--- config.mk ---
export PLATFORM = sky130hd
export DESIGN_NAME = quadrature_position_velocity_top_flat
export DESIGN_NICKNAME = d
export VERILOG_FILES = /design/src/qpv_pkg.sv /design/src/qpv_if.sv /design/src/quadrature_position_velocity_top.sv /design/src/flat_wrapper.sv
export SDC_FILE = /design/constraint.sdc
export NUM_CORES = 1
export LEC_CHECK = 0
export BUFFER_PORTS_ARGS = -buffer_cell sky130_fd_sc_hd__buf_4
export CAP_MARGIN = 20
export CELL_PAD_IN_SITES_DETAIL_PLACEMENT = 0
export CELL_PAD_IN_SITES_GLOBAL_PLACEMENT = 1
export CORE_ASPECT_RATIO = 0.75
export CORE_MARGIN = 2
export CORE_UTILIZATION = 30
export CTS_CLUSTER_SIZE = 14
export DETAILED_ROUTE_END_ITERATION = 8
export PLACE_DENSITY_LB_ADDON = 0.1
export SLEW_MARGIN = 20
export SYNTH_ARGS = -nofsm -noshare
export SYNTH_HDL_FRONTEND = slang
export SYNTH_SLANG_ARGS = --single-unit
--- constraint.sdc ---
create_clock -name clock -period 12.45 [get_ports clock]
set_input_delay 2.49 -clock clock [delete_from_list [all_inputs] [get_ports clock]]
set_output_delay 2.49 -clock clock [all_outputs]
set_load 0.01 [all_outputs]
--- src/qpv_pkg.sv ---
`timescale 1ns / 1ps
// Shared widths, register indexes and the sequencer state type of the quadrature decoder.
package qpv_pkg;

   // Payload widths.
   localparam int unsigned POS_W = 32;
   localparam int unsigned VEL_W = 32;
   localparam int unsigned NUM_W = 48;
   localparam int unsigned TICK_W = 32;

   // Configuration port.
   localparam int unsigned CSR_IDX_W = 2;
   localparam int unsigned CSR_DATA_W = 48;

   localparam logic [CSR_IDX_W-1:0] CSR_STEP_PER_EDGE = 2'd0;
   localparam logic [CSR_IDX_W-1:0] CSR_VELOCITY_NUMERATOR = 2'd1;
   localparam logic [CSR_IDX_W-1:0] CSR_OUTLIER_LIMIT = 2'd2;
   localparam logic [CSR_IDX_W-1:0] CSR_TIMEOUT_TICKS = 2'd3;

   // Register values after reset.
   localparam logic [POS_W-1:0] STEP_PER_EDGE_RESET = 32'd236794;
   localparam logic [NUM_W-1:0] VELOCITY_NUMERATOR_RESET = 48'd236794000000;
   localparam logic [VEL_W-1:0] OUTLIER_LIMIT_RESET = 32'd644245094;
   localparam logic [TICK_W-1:0] TIMEOUT_TICKS_RESET = 32'd100000;

   // Sequencer states.
   typedef enum logic [3:0] {
      ST_IDLE   = 4'b0001,
      ST_DIVIDE = 4'b0010,
      ST_CHECK  = 4'b0100,
      ST_EMIT   = 4'b1000
   } state_type;

endpackage

--- src/qpv_if.sv ---
`timescale 1ns / 1ps
// Handshake interfaces for the request, result and configuration channels.
interface qpv_req_if;
   logic valid;
   logic ready;
   logic line_a;
   logic line_b;

   modport source (output valid, output line_a, output line_b, input ready);
   modport sink (input valid, input line_a, input line_b, output ready);
endinterface

interface qpv_rsp_if;
   logic                       valid;
   logic                       ready;
   logic [qpv_pkg::POS_W-1:0]  position;
   logic [qpv_pkg::VEL_W-1:0]  velocity;
   logic                       direction;
   logic                       stopped;

   modport source (output valid, output position, output velocity, output direction,
                   output stopped, input ready);
   modport sink (input valid, input position, input velocity, input direction,
                 input stopped, output ready);
endinterface

interface qpv_csr_if;
   logic                            valid;
   logic                            ready;
   logic [qpv_pkg::CSR_IDX_W-1:0]   index;
   logic [qpv_pkg::CSR_DATA_W-1:0]  data;

   modport source (output valid, output index, output data, input ready);
   modport sink (input valid, input index, input data, output ready);
endinterface

--- src/quadrature_position_velocity_top.sv ---
`timescale 1ns / 1ps
// Quadrature decoder with position, period-based velocity, averaging and stop report.
//
//   channel  direction  payload                                   role
//   req_bus  in         line_a, line_b                            one line sample per tick
//   rsp_bus  out        position, velocity, direction, stopped    edge or stop report
//   csr_bus  in         index (2 bits), data (48 bits)            register write, always ready
//
// A sample without an edge stays in IDLE; a stop report goes through EMIT to load the output.
// A sample with an edge passes DIVIDE, CHECK and EMIT; the shared restoring divider gives one
// quotient bit per cycle. When the averaging buffer completes, the same divider then forms the
// mean in a second DIVIDE pass before EMIT.
// Reset is synchronous; there is no clearing pass.
// A finished result waits in the output register; new requests are taken while it waits,
// but the next result is not loaded until the previous one has been taken.
module quadrature_position_velocity_top #(
   parameter int unsigned AVERAGE_DEPTH = 5
) (
   input logic         clock,
   input logic         reset,
   qpv_req_if.sink     req_bus,
   qpv_rsp_if.source   rsp_bus,
   qpv_csr_if.sink     csr_bus
);

   localparam int unsigned POS_W = qpv_pkg::POS_W;
   localparam int unsigned VEL_W = qpv_pkg::VEL_W;
   localparam int unsigned NUM_W = qpv_pkg::NUM_W;
   localparam int unsigned TICK_W = qpv_pkg::TICK_W;
   localparam int unsigned FILL_W = $clog2(AVERAGE_DEPTH);
   localparam int unsigned SUM_W = VEL_W + FILL_W;
   localparam int unsigned STEP_W = $clog2(NUM_W + 1);

   // Configuration registers.
   logic [POS_W-1:0]  step_ff, step_in;
   logic [NUM_W-1:0]  vnum_ff, vnum_in;
   logic [VEL_W-1:0]  limit_ff, limit_in;
   logic [TICK_W-1:0] timeout_ff, timeout_in;

   // Decoder state.
   qpv_pkg::state_type state_ff, state_in;
   logic              prev_a_ff, prev_a_in;
   logic              prev_b_ff, prev_b_in;
   logic [POS_W-1:0]  angle_ff, angle_in;
   logic [TICK_W-1:0] ticks_ff, ticks_in;
   logic              dir_ff, dir_in;
   logic              timed_out_ff, timed_out_in;
   logic [FILL_W-1:0] fill_ff, fill_in;
   logic [SUM_W-1:0]  sum_ff, sum_in;
   logic [VEL_W-1:0]  held_ff, held_in;
   logic              stop_ff, stop_in;
   logic              mean_phase_ff, mean_phase_in;

   // Shared divider.
   logic [VEL_W-1:0]  rem_ff, rem_in;
   logic [NUM_W-1:0]  quo_ff, quo_in;
   logic [VEL_W-1:0]  dvs_ff, dvs_in;
   logic [STEP_W-1:0] cnt_ff, cnt_in;

   // Output register.
   logic              out_valid_ff, out_valid_in;
   logic [POS_W-1:0]  out_pos_ff, out_pos_in;
   logic [VEL_W-1:0]  out_vel_ff, out_vel_in;
   logic              out_dir_ff, out_dir_in;
   logic              out_stop_ff, out_stop_in;

   logic              req_take;
   logic [TICK_W-1:0] ticks_inc;
   logic              line_edge;
   logic              fwd;
   logic [VEL_W:0]    rem_shift;
   logic [VEL_W:0]    rem_diff;
   logic              fits;
   logic [VEL_W-1:0]  rem_next;
   logic [NUM_W-1:0]  quo_next;
   logic              speed_ok;
   logic [SUM_W-1:0]  sum_add;

   assign req_bus.ready = (state_ff == qpv_pkg::ST_IDLE);
   assign csr_bus.ready = 1'b1;
   assign req_take = req_bus.valid && req_bus.ready;

   assign rsp_bus.valid = out_valid_ff;
   assign rsp_bus.position = out_pos_ff;
   assign rsp_bus.velocity = out_vel_ff;
   assign rsp_bus.direction = out_dir_ff;
   assign rsp_bus.stopped = out_stop_ff;

   // Tick count saturates, and an edge is any change on either line.
   assign ticks_inc = (ticks_ff == {TICK_W{1'b1}}) ? ticks_ff : ticks_ff + 1'b1;
   assign line_edge = (req_bus.line_a != prev_a_ff) || (req_bus.line_b != prev_b_ff);
   assign fwd = ~(prev_a_ff ^ req_bus.line_b);

   // One restoring division step: shift in the next dividend bit and subtract if it fits.
   assign rem_shift = {rem_ff, quo_ff[NUM_W-1]};
   assign rem_diff = rem_shift - {1'b0, dvs_ff};
   assign fits = (rem_shift >= {1'b0, dvs_ff});
   assign rem_next = fits ? rem_diff[VEL_W-1:0] : rem_shift[VEL_W-1:0];
   assign quo_next = {quo_ff[NUM_W-2:0], fits};

   // The quotient is compared at its full width with the outlier limit.
   assign speed_ok = (quo_ff[NUM_W-1:VEL_W] == '0) && (quo_ff[VEL_W-1:0] <= limit_ff);
   assign sum_add = sum_ff + {{FILL_W{1'b0}}, quo_ff[VEL_W-1:0]};

   // Configuration writes.
   always_comb begin
      step_in = step_ff;
      vnum_in = vnum_ff;
      limit_in = limit_ff;
      timeout_in = timeout_ff;
      if (csr_bus.valid && csr_bus.ready) begin
         unique case (csr_bus.index)
            qpv_pkg::CSR_STEP_PER_EDGE: step_in = csr_bus.data[POS_W-1:0];
            qpv_pkg::CSR_VELOCITY_NUMERATOR: vnum_in = csr_bus.data[NUM_W-1:0];
            qpv_pkg::CSR_OUTLIER_LIMIT: limit_in = csr_bus.data[VEL_W-1:0];
            qpv_pkg::CSR_TIMEOUT_TICKS: timeout_in = csr_bus.data[TICK_W-1:0];
         endcase
      end
   end

   // Sequencer: edge and timeout test, speed division, outlier check, mean division, result load.
   always_comb begin
      state_in = state_ff;
      prev_a_in = prev_a_ff;
      prev_b_in = prev_b_ff;
      angle_in = angle_ff;
      ticks_in = ticks_ff;
      dir_in = dir_ff;
      timed_out_in = timed_out_ff;
      fill_in = fill_ff;
      sum_in = sum_ff;
      held_in = held_ff;
      stop_in = stop_ff;
      mean_phase_in = mean_phase_ff;
      rem_in = rem_ff;
      quo_in = quo_ff;
      dvs_in = dvs_ff;
      cnt_in = cnt_ff;
      out_valid_in = out_valid_ff;
      out_pos_in = out_pos_ff;
      out_vel_in = out_vel_ff;
      out_dir_in = out_dir_ff;
      out_stop_in = out_stop_ff;

      if (out_valid_ff && rsp_bus.ready) begin
         out_valid_in = 1'b0;
      end

      unique case (state_ff)
         qpv_pkg::ST_IDLE: begin
            if (req_take) begin
               prev_a_in = req_bus.line_a;
               prev_b_in = req_bus.line_b;
               if (line_edge) begin
                  dir_in = fwd;
                  angle_in = fwd ? angle_ff + step_ff : angle_ff - step_ff;
                  ticks_in = '0;
                  timed_out_in = 1'b0;
                  stop_in = 1'b0;
                  rem_in = '0;
                  quo_in = vnum_ff;
                  dvs_in = ticks_inc;
                  cnt_in = STEP_W'(NUM_W);
                  mean_phase_in = 1'b0;
                  state_in = qpv_pkg::ST_DIVIDE;
               end else begin
                  ticks_in = ticks_inc;
                  if ((ticks_inc > timeout_ff) && !timed_out_ff) begin
                     timed_out_in = 1'b1;
                     stop_in = 1'b1;
                     state_in = qpv_pkg::ST_EMIT;
                  end
               end
            end
         end
         qpv_pkg::ST_DIVIDE: begin
            rem_in = rem_next;
            quo_in = quo_next;
            cnt_in = cnt_ff - 1'b1;
            if (cnt_ff == STEP_W'(1)) begin
               if (mean_phase_ff) begin
                  held_in = quo_next[VEL_W-1:0];
                  state_in = qpv_pkg::ST_EMIT;
               end else begin
                  state_in = qpv_pkg::ST_CHECK;
               end
            end
         end
         qpv_pkg::ST_CHECK: begin
            state_in = qpv_pkg::ST_EMIT;
            if (speed_ok) begin
               if (fill_ff == FILL_W'(AVERAGE_DEPTH - 1)) begin
                  // Buffer complete: divide the running sum by the depth.
                  fill_in = '0;
                  sum_in = '0;
                  rem_in = '0;
                  quo_in = {sum_add, {(NUM_W - SUM_W){1'b0}}};
                  dvs_in = VEL_W'(AVERAGE_DEPTH);
                  cnt_in = STEP_W'(SUM_W);
                  mean_phase_in = 1'b1;
                  state_in = qpv_pkg::ST_DIVIDE;
               end else begin
                  fill_in = fill_ff + 1'b1;
                  sum_in = sum_add;
               end
            end
         end
         qpv_pkg::ST_EMIT: begin
            if (!out_valid_ff || rsp_bus.ready) begin
               out_valid_in = 1'b1;
               out_pos_in = angle_ff;
               out_vel_in = stop_ff ? '0 : held_ff;
               out_dir_in = dir_ff;
               out_stop_in = stop_ff;
               state_in = qpv_pkg::ST_IDLE;
            end
         end
         default: begin
            state_in = qpv_pkg::ST_IDLE;
         end
      endcase
   end

   // Control and state registers.
   always_ff @(posedge clock) begin
      if (reset) begin
         step_ff <= qpv_pkg::STEP_PER_EDGE_RESET;
         vnum_ff <= qpv_pkg::VELOCITY_NUMERATOR_RESET;
         limit_ff <= qpv_pkg::OUTLIER_LIMIT_RESET;
         timeout_ff <= qpv_pkg::TIMEOUT_TICKS_RESET;
         state_ff <= qpv_pkg::ST_IDLE;
         prev_a_ff <= 1'b0;
         prev_b_ff <= 1'b0;
         angle_ff <= '0;
         ticks_ff <= '0;
         dir_ff <= 1'b1;
         timed_out_ff <= 1'b0;
         fill_ff <= '0;
         sum_ff <= '0;
         held_ff <= '0;
         stop_ff <= 1'b0;
         mean_phase_ff <= 1'b0;
         out_valid_ff <= 1'b0;
      end else begin
         step_ff <= step_in;
         vnum_ff <= vnum_in;
         limit_ff <= limit_in;
         timeout_ff <= timeout_in;
         state_ff <= state_in;
         prev_a_ff <= prev_a_in;
         prev_b_ff <= prev_b_in;
         angle_ff <= angle_in;
         ticks_ff <= ticks_in;
         dir_ff <= dir_in;
         timed_out_ff <= timed_out_in;
         fill_ff <= fill_in;
         sum_ff <= sum_in;
         held_ff <= held_in;
         stop_ff <= stop_in;
         mean_phase_ff <= mean_phase_in;
         out_valid_ff <= out_valid_in;
      end
   end

   // Divider and output payload registers.
   always_ff @(posedge clock) begin
      rem_ff <= rem_in;
      quo_ff <= quo_in;
      dvs_ff <= dvs_in;
      cnt_ff <= cnt_in;
      out_pos_ff <= out_pos_in;
      out_vel_ff <= out_vel_in;
      out_dir_ff <= out_dir_in;
      out_stop_ff <= out_stop_in;
   end

endmodule

--- src/flat_wrapper.sv ---
// flat-port wrapper written by rule: the top's interface ports become plain ports
module quadrature_position_velocity_top_flat 
#(
   parameter int unsigned AVERAGE_DEPTH = 5
)
  (clock, reset, req_bus_valid, req_bus_line_a, req_bus_line_b, req_bus_ready, rsp_bus_valid, rsp_bus_position, rsp_bus_velocity, rsp_bus_direction, rsp_bus_stopped, rsp_bus_ready, csr_bus_valid, csr_bus_index, csr_bus_data, csr_bus_ready);
  qpv_req_if req_bus_i ();
  qpv_rsp_if rsp_bus_i ();
  qpv_csr_if csr_bus_i ();
  input logic clock;
  input logic reset;
  input wire logic [$bits(req_bus_i.valid)-1:0] req_bus_valid;
  input wire logic [$bits(req_bus_i.line_a)-1:0] req_bus_line_a;
  input wire logic [$bits(req_bus_i.line_b)-1:0] req_bus_line_b;
  output wire logic [$bits(req_bus_i.ready)-1:0] req_bus_ready;
  output wire logic [$bits(rsp_bus_i.valid)-1:0] rsp_bus_valid;
  output wire logic [$bits(rsp_bus_i.position)-1:0] rsp_bus_position;
  output wire logic [$bits(rsp_bus_i.velocity)-1:0] rsp_bus_velocity;
  output wire logic [$bits(rsp_bus_i.direction)-1:0] rsp_bus_direction;
  output wire logic [$bits(rsp_bus_i.stopped)-1:0] rsp_bus_stopped;
  input wire logic [$bits(rsp_bus_i.ready)-1:0] rsp_bus_ready;
  input wire logic [$bits(csr_bus_i.valid)-1:0] csr_bus_valid;
  input wire logic [$bits(csr_bus_i.index)-1:0] csr_bus_index;
  input wire logic [$bits(csr_bus_i.data)-1:0] csr_bus_data;
  output wire logic [$bits(csr_bus_i.ready)-1:0] csr_bus_ready;
  assign req_bus_i.valid = req_bus_valid;
  assign req_bus_i.line_a = req_bus_line_a;
  assign req_bus_i.line_b = req_bus_line_b;
  assign req_bus_ready = req_bus_i.ready;
  assign rsp_bus_valid = rsp_bus_i.valid;
  assign rsp_bus_position = rsp_bus_i.position;
  assign rsp_bus_velocity = rsp_bus_i.velocity;
  assign rsp_bus_direction = rsp_bus_i.direction;
  assign rsp_bus_stopped = rsp_bus_i.stopped;
  assign rsp_bus_i.ready = rsp_bus_ready;
  assign csr_bus_i.valid = csr_bus_valid;
  assign csr_bus_i.index = csr_bus_index;
  assign csr_bus_i.data = csr_bus_data;
  assign csr_bus_ready = csr_bus_i.ready;
  quadrature_position_velocity_top #(.AVERAGE_DEPTH(AVERAGE_DEPTH)) u_core (.clock(clock), .reset(reset), .req_bus(req_bus_i), .rsp_bus(rsp_bus_i), .csr_bus(csr_bus_i));
endmodule
# [Yosys cells after proc, flatten, opt, wreduce, memory -nomap -nowiden]
# Cells that the tools add are included.
[totals] regBits=472 latch_bits=0 ramBits=0 mem_bits_ro=0 inputBits=57 output_inout_bits=69 elab_cells=126 mem_count=0
[classes] addsub=7 multipliers=0 n_div=0 magnitude_cmp=3 n_eq_ne=19 n_shift=0 mux=45 bitwise_logic=2 reduce_logical=26
[op_table] operator="2-to-1 mux 32 bit" n=12
[op_table] operator="2-to-1 mux 48 bit" n=4
[op_table] operator="one-hot mux 48 bit (3 select lines)" n=1
[op_table] operator="one-hot mux 32 bit (3 select lines)" n=1
[op_table] operator="one-hot mux 32 bit (2 select lines)" n=1
[op_table] operator="subtractor 32 bit" n=2
[op_table] operator="adder 35 x 32 -> 35 bit" n=1
[op_table] operator="2-to-1 mux 35 bit" n=1
[op_table] operator="greater-or-equal comparator 33 x 32 -> 1 bit" n=1
[op_table] operator="adder 32 x 1 -> 32 bit, second input constant" n=1
[op_table] operator="adder 32 bit" n=1
[op_table] operator="equality test 32 bit, second input constant" n=1
[op_table] operator="> comparator 32 bit" n=1
[op_table] operator="less-or-equal comparator 32 bit" n=1
[op_table] operator="2-to-1 mux 4 bit" n=8
[op_table] operator="2-to-1 mux 6 bit" n=4
[op_table] operator="one-hot mux 6 bit (3 select lines)" n=1
[op_table] operator="logical NOT 16 bit" n=1
[op_table] operator="one-hot mux 4 bit (4 select lines)" n=1
[op_table] operator="AND reduction 2 bit" n=7
[op_table] operator="AND reduction 5 bit" n=2
[op_table] operator="2-to-1 mux 1 bit" n=9
[op_table] operator="AND reduction 3 bit" n=3
[op_table] operator="inequality test 2 x 1 -> 1 bit, second input constant" n=4
[op_table] operator="other kinds (24)" n=33

# [Logic depth before layout (Yosys ltp)]
# Gate-level depths: netlist of run 1.
[logic_depth] depth_word=8 ltp_mapped=18 depth_no_buf=18

# [Worst setup path before layout of run 1]
# Ideal clock, no wire load.
[synth_path] kind="input port to flip-flop" startpoint="in rsp_bus_ready" endpoint="reg u_core.out_dir_ff, in the netlist u_core.rsp_bus.direction, enable pin" setup_time_ns=0.498 t_arrival_ns=5.557 t_required_ns=11.952 path_slack_ns=6.395 stages=2 n_path_buf=0 path_cell_list="nand2b_1 -> nor2b_1"
[synth_between] elab_chain_len=2
[synth_lines] element="from (decl)" line="flat_wrapper.sv:21" source="input wire logic [$bits(rsp_bus_i.ready)-1:0] rsp_bus_ready;"
[synth_lines] element="logical OR 1 bit" line="quadrature_position_velocity_top.sv:209" source="if (!out_valid_ff || rsp_bus.ready) begin"
[synth_lines] element="AND reduction 2 bit (no line)"
[synth_lines] element="to (signal assigned)" line="quadrature_position_velocity_top.sv:273" source="out_dir_ff <= out_dir_in;"
[synth_lines] element="to (decl)" line="quadrature_position_velocity_top.sv:64" source="logic out_dir_ff, out_dir_in;"
# No other way between the ends.
# A chain may end at the register's enable or synchronous reset.

# [Worst setup path in the final report of run 1]
[layout_path] startpoint="in req_bus_line_b" endpoint="reg u_core.angle_ff[31]"
[layout_between] elab_chain_len=3 elab_cells_between_ends=5 classes_between="eq/ne: 1; mux: 1; bitwise: 1; reduce/logical: 2"
[layout_lines] element="from (decl)" line="flat_wrapper.sv:14" source="input wire logic [$bits(req_bus_i.line_b)-1:0] req_bus_line_b;"
[layout_lines] element="inequality test 1 bit" line="quadrature_position_velocity_top.sv:91" source="assign line_edge = (req_bus.line_a != prev_a_ff) || (req_bus.line_b != prev_b_ff);"
[layout_lines] element="logical OR 1 bit" line="quadrature_position_velocity_top.sv:91"
[layout_lines] element="AND reduction 3 bit (no line)"
[layout_lines] element="to (signal assigned)" line="quadrature_position_velocity_top.sv:252" source="angle_ff <= angle_in;"
[layout_lines] element="to (decl)" line="quadrature_position_velocity_top.sv:44" source="logic [POS_W-1:0] angle_ff, angle_in;"
# Parallel ways exist; a longest one is shown, timed or not.

==> out/metrics.yaml, run 1 <==
status:
  run_status: "finished, final reports clean"
sta:
  fin_hold_ws_ns: 0.448
  rsz0062_at_grt: "no"
  tns_ns: 0
  slew-limit-headroom: 0.263
  finalMaxSlewViolations: 0
  worst_slack_ns: 6.74
  setup_violations: 0
  worst_slew_pin_slew_ns: 1.11
  max_clock_freq_mhz: 175
  hold_viol_final: 0
  fin_worst_skew_ns: 0.0221
  min_period_ns: 5.71
  fin_crit_sh: 0.459
min_path:
  hp-class: "reg -> reg"
  hp-start: "u_core.held_ff[11]"
place:
  pre_cts_slack_ns: 6.14
  portBuffers: 124
  dp_hpwl_um: 60900
  place.gp.congestion: 0.849
synthesis:
  avgSynthCellArea_um2: 8.76
  synthFlopType: "dfxtp_1"
  yosysTopAreaCell: "dfxtp_1"
  ys_async_sr_fraction: 0
  synth_edf_count: 184
  yosysUniqueCellTypes: 86
  synthCells: 2955
  ys_ff_latch: 472
  synth_top_area_share: 0.223
  synth_seq_area_share: 0.436
  yosysWarnings: 0
  syn_nets: 3180
  synthTopCellsByArea: "dfxtp_1 (22%), edfxtp_1 (21%), ha_1 (8.0%)"
  synthesis.area_mm2: 0.0259
floorplanning:
  core_region_area_mm2: 0.0856
  dieArea_mm2: 0.0887
  fp.dieH_um: 258
  start_util: 0.302
  die_w_um: 343
  num_io_pins: 126
  core.rowCount: 93
route:
  drt_iter0_drc: 1593
  dr.pass1.iters: 5
  drc: 0
  via_per_inst: 5.15
  drt.antenna.violating_nets: 0
  vias: 21700
  detail_route.wl_per_cell_um: 20.4
  routed_wl_um: 85700
setup_path:
  critPathKind: "in -> reg"
  critPathArrivalTime_ns: 6.22
  path_max_fanout: 18
  startpoint_type: "input port"
  required_ns: 12.96
  reg2reg_setup_slack_ns: 7.07
  rr_startpoint: "u_core.step_ff[2]"
  crit_path_end_kind: "register"
  crit_start: "req_bus_line_b"
cts:
  cts_tree: "built"
  cts-hold-fix-buffers: 0
  root_buffer: "clkbuf_16"
  cts_buffer_depth: 3
  cts_setup_buffers: 0
  post_cts_resized: 0
  cts_made_buffers: 56
  insertion_delay_ns: 0.64
  cts_sinks: 472
  clk_pin_slew_ns: 0.06
  cts_max_level: 2
cells_and_area:
  reg_top3: "u_core.quo_ff: 48 flops, u_core.vnum_ff: 48 flops, u_core.sum_ff: 35 flops"
  nets: 3244
  layout-drive-gt1-share: 0.0959
  mostFrequentLayoutCell: "nand2_1"
  area_growth_pct: 15.3
  final_cell_mix: "nand2_1 (520), a21oi_1 (301), dfxtp_1 (288)"
  fill_cells: 8958
global_route:
  overflow: 0
  grt_first_pass_wirelength_um: 130000
  grtUsageTotal: 0.190
  antenna_found_initial: 6
  grt_pass1_vias: 21100
  grt_max_degree: 88
power:
  power_density_mw_per_mm2: 159
  worst_ir_drop_vdd_mv: 0.116
  p_leak_nw: 12.0
job:
  cap_violations: 0
## worst paths after layout
path                          to  depth (start not counted)
max          u_core.angle_ff[31]                         14
max reg2reg  u_core.angle_ff[31]                         14
min reg2reg   u_core.held_ff[11]                          2
min           u_core.held_ff[11]                          2
## cells in the mapped netlist, types with 65 or more instances
master and instances:
a21oi_1 301, inv_1 144, nand2_1 521, edfxtp_1 184
nand3_1 81, a21o_1 65, ha_1 165, nor2_1 184
dfxtp_1 288, xnor2_1 73, o21ai_0 119, clkbuf_1 122
## cell families (layout without fill, tap and decap cells)
family,Yosys count,in the layout,synth area share
AND/OR/NAND/NOR,1106,1106,0.198
AO/OA/AOI/OAI,747,747,0.181
flip-flops,472,472,0.436
buffers and inverters,289,400,0.0431
adder cells (fa/ha/maj),168,168,0.0820
XOR/XNOR,138,138,0.0470
multiplexers,34,34,0.0132
other,1,4,0.000145
## power breakdown
group	total, mW	internal [mW]	switching, mW	leakage [nW]
clock network	1.68	0.970	0.711	0.904
registers	1.88	1.76	0.125	4.07
logic	1.17	0.447	0.725	7.03
## routing by layer
metal,share of wire,vias up,global-route usage
met5,0,-,0
met2,0.44,413,0.296
met4,0.020,0,0.0460
met3,0.047,95,0.0314
met1,0.50,10500,0.274
li1,-,10600,-
## layout make-up
cell class / instances / area, um2 / share of cell area
clock buffer: 72 / 1520 / 0.0510
tap: 1140 / 1430 / 0.0478
sequential: 472 / 11300 / 0.378
inverter: 144 / 541 / 0.0181
antenna: 3 / 7.51 / 0.000252
timing repair buffer: 151 / 1150 / 0.0385
multi-input combinational: 2194 / 13600 / 0.455
clock inverter: 33 / 334 / 0.0112
## stage by stage
stage	cell area (um2)	util	cells	total power, mW
2_1_floorplan	25900	-	2955	2.72
3_3_place_gp	27900	0.326	4100	3.08
3_5_place_dp	28000	0.326	4100	3.08
4_1_cts	29800	0.348	4205	4.80
5_1_grt	29800	0.348	4207	5.01
6_report	29800	0.348	4209	4.73
## worst max-delay path, cell delays in order
cell	delay, ns
buf_4	0.13
xnor2_1	0.13
buf_4	0.26
o21ai_0	0.14
xor2_1	0.18
ha_1	0.45
nand3_1	0.17
nor3_1	0.40
o2111ai_1	0.30
a31oi_1	0.47
o21ai_0	0.30
o41ai_1	0.53
o21a_2	0.22
nor3_2	0.03
Power figures use the tool's default switching activity.
==> run 2, diff against run 1 <==
==> constraint.sdc (replaced) <==
create_clock -name clock -period 4.9 [get_ports clock]
set_input_delay 0.98 -clock clock [delete_from_list [all_inputs] [get_ports clock]]
set_output_delay 0.98 -clock clock [all_outputs]
set_load 0.01 [all_outputs]
==> run 2 against run 1 <==
  * Clock-buffer cell count up 2
  * Routed wire length up 0.49%
  * Worst hold slack better by 0.0012 ns
  * Die area unchanged
  * Utilization up 0.20 points
  * Sequential share of layout area down 0.22 points
  * Via count up 0.53%
  * Non-clock buffer count up 27
  * Highest routed layer unchanged
  * Clock skew up 0.014 ns
  * Largest cell class unchanged
  * Cell count up 0.48%
==> out/metrics.yaml, run 2 (synthesis results as in run 1) <==
status:
  run_status: "finished, final reports clean"  # unchanged
cells_and_area:
  mostFrequentLayoutCell: "nand2_1"  # unchanged
  area_growth_pct: 15.9  # was 15.3%
  nets: 3269  # was 3244
  multi_input_area_mm2: 0.0136  # about the same
  reg_top3: "u_core.quo_ff: 48 flops, u_core.vnum_ff: 48 flops, u_core.sum_ff: 35 flops"  # unchanged
  regArea_mm2: 0.0113  # unchanged
  final_cell_mix: "nand2_1 (520), a21oi_1 (301), dfxtp_1 (288)"  # unchanged
  layout-drive-gt1-share: 0.103  # was 0.0959
  postLayoutCellArea_mm2: 0.0300  # was 0.0298 mm2
  fill_cells: 8916  # was 8958
  antennaDiodeCount: 0  # was 3
setup_path:
  path_max_fanout: 23  # was 18
  startpoint_type: "register"  # was input port
  required_ns: 5.21  # was 12.96 ns
  critPathKind: "reg -> reg"  # was in -> reg
  crit_path_end_kind: "register"  # unchanged
  critPathArrivalTime_ns: 4.78  # was 6.22 ns
cts:
  cts-hold-fix-buffers: 0  # unchanged
  cts_sinks: 472  # unchanged
  cts_max_level: 2  # unchanged
  root_buffer: "clkbuf_16"  # unchanged
  cts_buffer_depth: 3  # unchanged
  clk_pin_slew_ns: 0.06  # about the same
  insertion_delay_ns: 0.65  # was 0.64 ns
  cts_tree: "built"  # unchanged
  cts_made_buffers: 54  # was 56
sta:
  rsz0062_at_grt: "no"  # unchanged
  worst_slew_pin_slew_ns: 1.17  # was 1.11 ns
  slew-limit-headroom: 0.217  # was 0.263
  fin_crit_sh: 0.912
  setup_violations: 0  # unchanged
  finalMaxSlewViolations: 0  # unchanged
  min_period_ns: 4.47
  tns_ns: 0  # unchanged
  worst_slack_ns: 0.430  # was 6.74 ns
  fin_worst_skew_ns: 0.0365  # was 0.0221 ns
  max_clock_freq_mhz: 224
  hold_viol_final: 0  # unchanged
global_route:
  grt_max_degree: 114  # was 88
  grt_pass1_vias: 21100  # about the same
  overflow: 0  # unchanged
  grtUsageTotal: 0.191  # was 0.190
  grt_first_pass_wirelength_um: 130000  # about the same
  antenna_found_initial: 6  # unchanged
floorplanning:
  core.rowCount: 93  # unchanged
  num_io_pins: 126  # unchanged
  core_region_area_mm2: 0.0856  # unchanged
  dieArea_mm2: 0.0887  # unchanged
  die_w_um: 343  # unchanged
  start_util: 0.302  # unchanged
  fp.dieH_um: 258  # unchanged
power:
  power_density_mw_per_mm2: 398  # was 159 mW/mm2
  p_leak_nw: 12.1  # was 12.0 nW
  worst_ir_drop_vdd_mv: 0.263  # was 0.116 mV
route:
  vias: 21800  # was 21700
  drt.antenna.violating_nets: 0  # unchanged
  via_per_inst: 5.15  # about the same
  routed_wl_um: 86100  # was 85700 um
  drt_iter0_drc: 1576  # was 1593
  drc: 0  # unchanged
  dr.pass1.iters: 5  # unchanged
  detail_route.wl_per_cell_um: 20.4  # about the same
place:
  place.gp.congestion: 0.864  # was 0.849
  dp_hpwl_um: 62300  # was 60900 um
  pre_cts_slack_ns: 0.168  # was 6.14 ns
  dpl-instance-area_mm2: 0.0282  # was 0.0280 mm2
  portBuffers: 124  # unchanged
job:
  cap_violations: 0  # unchanged
min_path:
  hp-class: "reg -> reg"  # unchanged
==> run 2: worst paths after layout <==
path / startpoint / end / slack [ns] / cells after the start
worst max register to register: u_core.quo_ff[15] / u_core.quo_ff[32] / 0.43 / 11
worst max-delay path: u_core.quo_ff[15] / u_core.quo_ff[32] / 0.43 / 11
worst min register to register: u_core.held_ff[2] / u_core.held_ff[2] / 0.45 / 2
worst min-delay path: u_core.held_ff[2] / u_core.held_ff[2] / 0.45 / 2
==> run 2: per-stage QoR <==
stage,utilization,hold slack (ns),std cells,power (mW)
2_1_floorplan,-,0.408,2955,6.91
3_3_place_gp,0.329,0.442,4127,7.89
3_5_place_dp,0.329,0.446,4127,7.90
4_1_cts,0.350,0.454,4228,12.1
5_1_grt,0.351,0.472,4229,12.6
6_report,0.351,0.449,4229,11.9
==> run 2: worst max-delay path: stages, from the launching register on <==
cell      delay [ns]
edfxtp_1        0.56
ha_1            0.38
nand4_1         0.13
nor3_1          0.43
nand3b_1        0.16
nor2b_1         0.17
a41oi_1         0.09
or3_2           0.73
nor2_1          0.48
nor2_1          0.20
nand2_4         0.40
buf_4           0.37
==> run 2: layout make-up <==
| class | instances | area share |
|---|---|---|
| timing repair buffer | 178 | 0.0466 |
| clock buffer | 74 | 0.0489 |
| tap | 1140 | 0.0475 |
| multi-input combinational | 2194 | 0.453 |
| inverter | 144 | 0.0180 |
| clock inverter | 27 | 0.00975 |
| sequential | 472 | 0.376 |
==> run 2: report_power, final <==
| group | total, mW | switching (mW) | internal, mW |
|---|---|---|---|
| sequential | 4.72 | 0.264 | 4.46 |
| combinational | 3.10 | 1.92 | 1.19 |
| clock | 4.12 | 1.80 | 2.32 |
==> run 2: routing by layer <==
metal	up-vias	global-route usage	wire length [um]
li1	10700	-	-
met1	10600	0.280	43100
met2	420	0.289	36900
met3	118	0.0326	4120
met4	0	0.0525	2080
met5	-	0	0
==> run 2: timing repair <==
item                       in CTS  in global routing
setup endpoints to repair       0                  4
resized for setup               0                  7
setup buffers                   0                  0
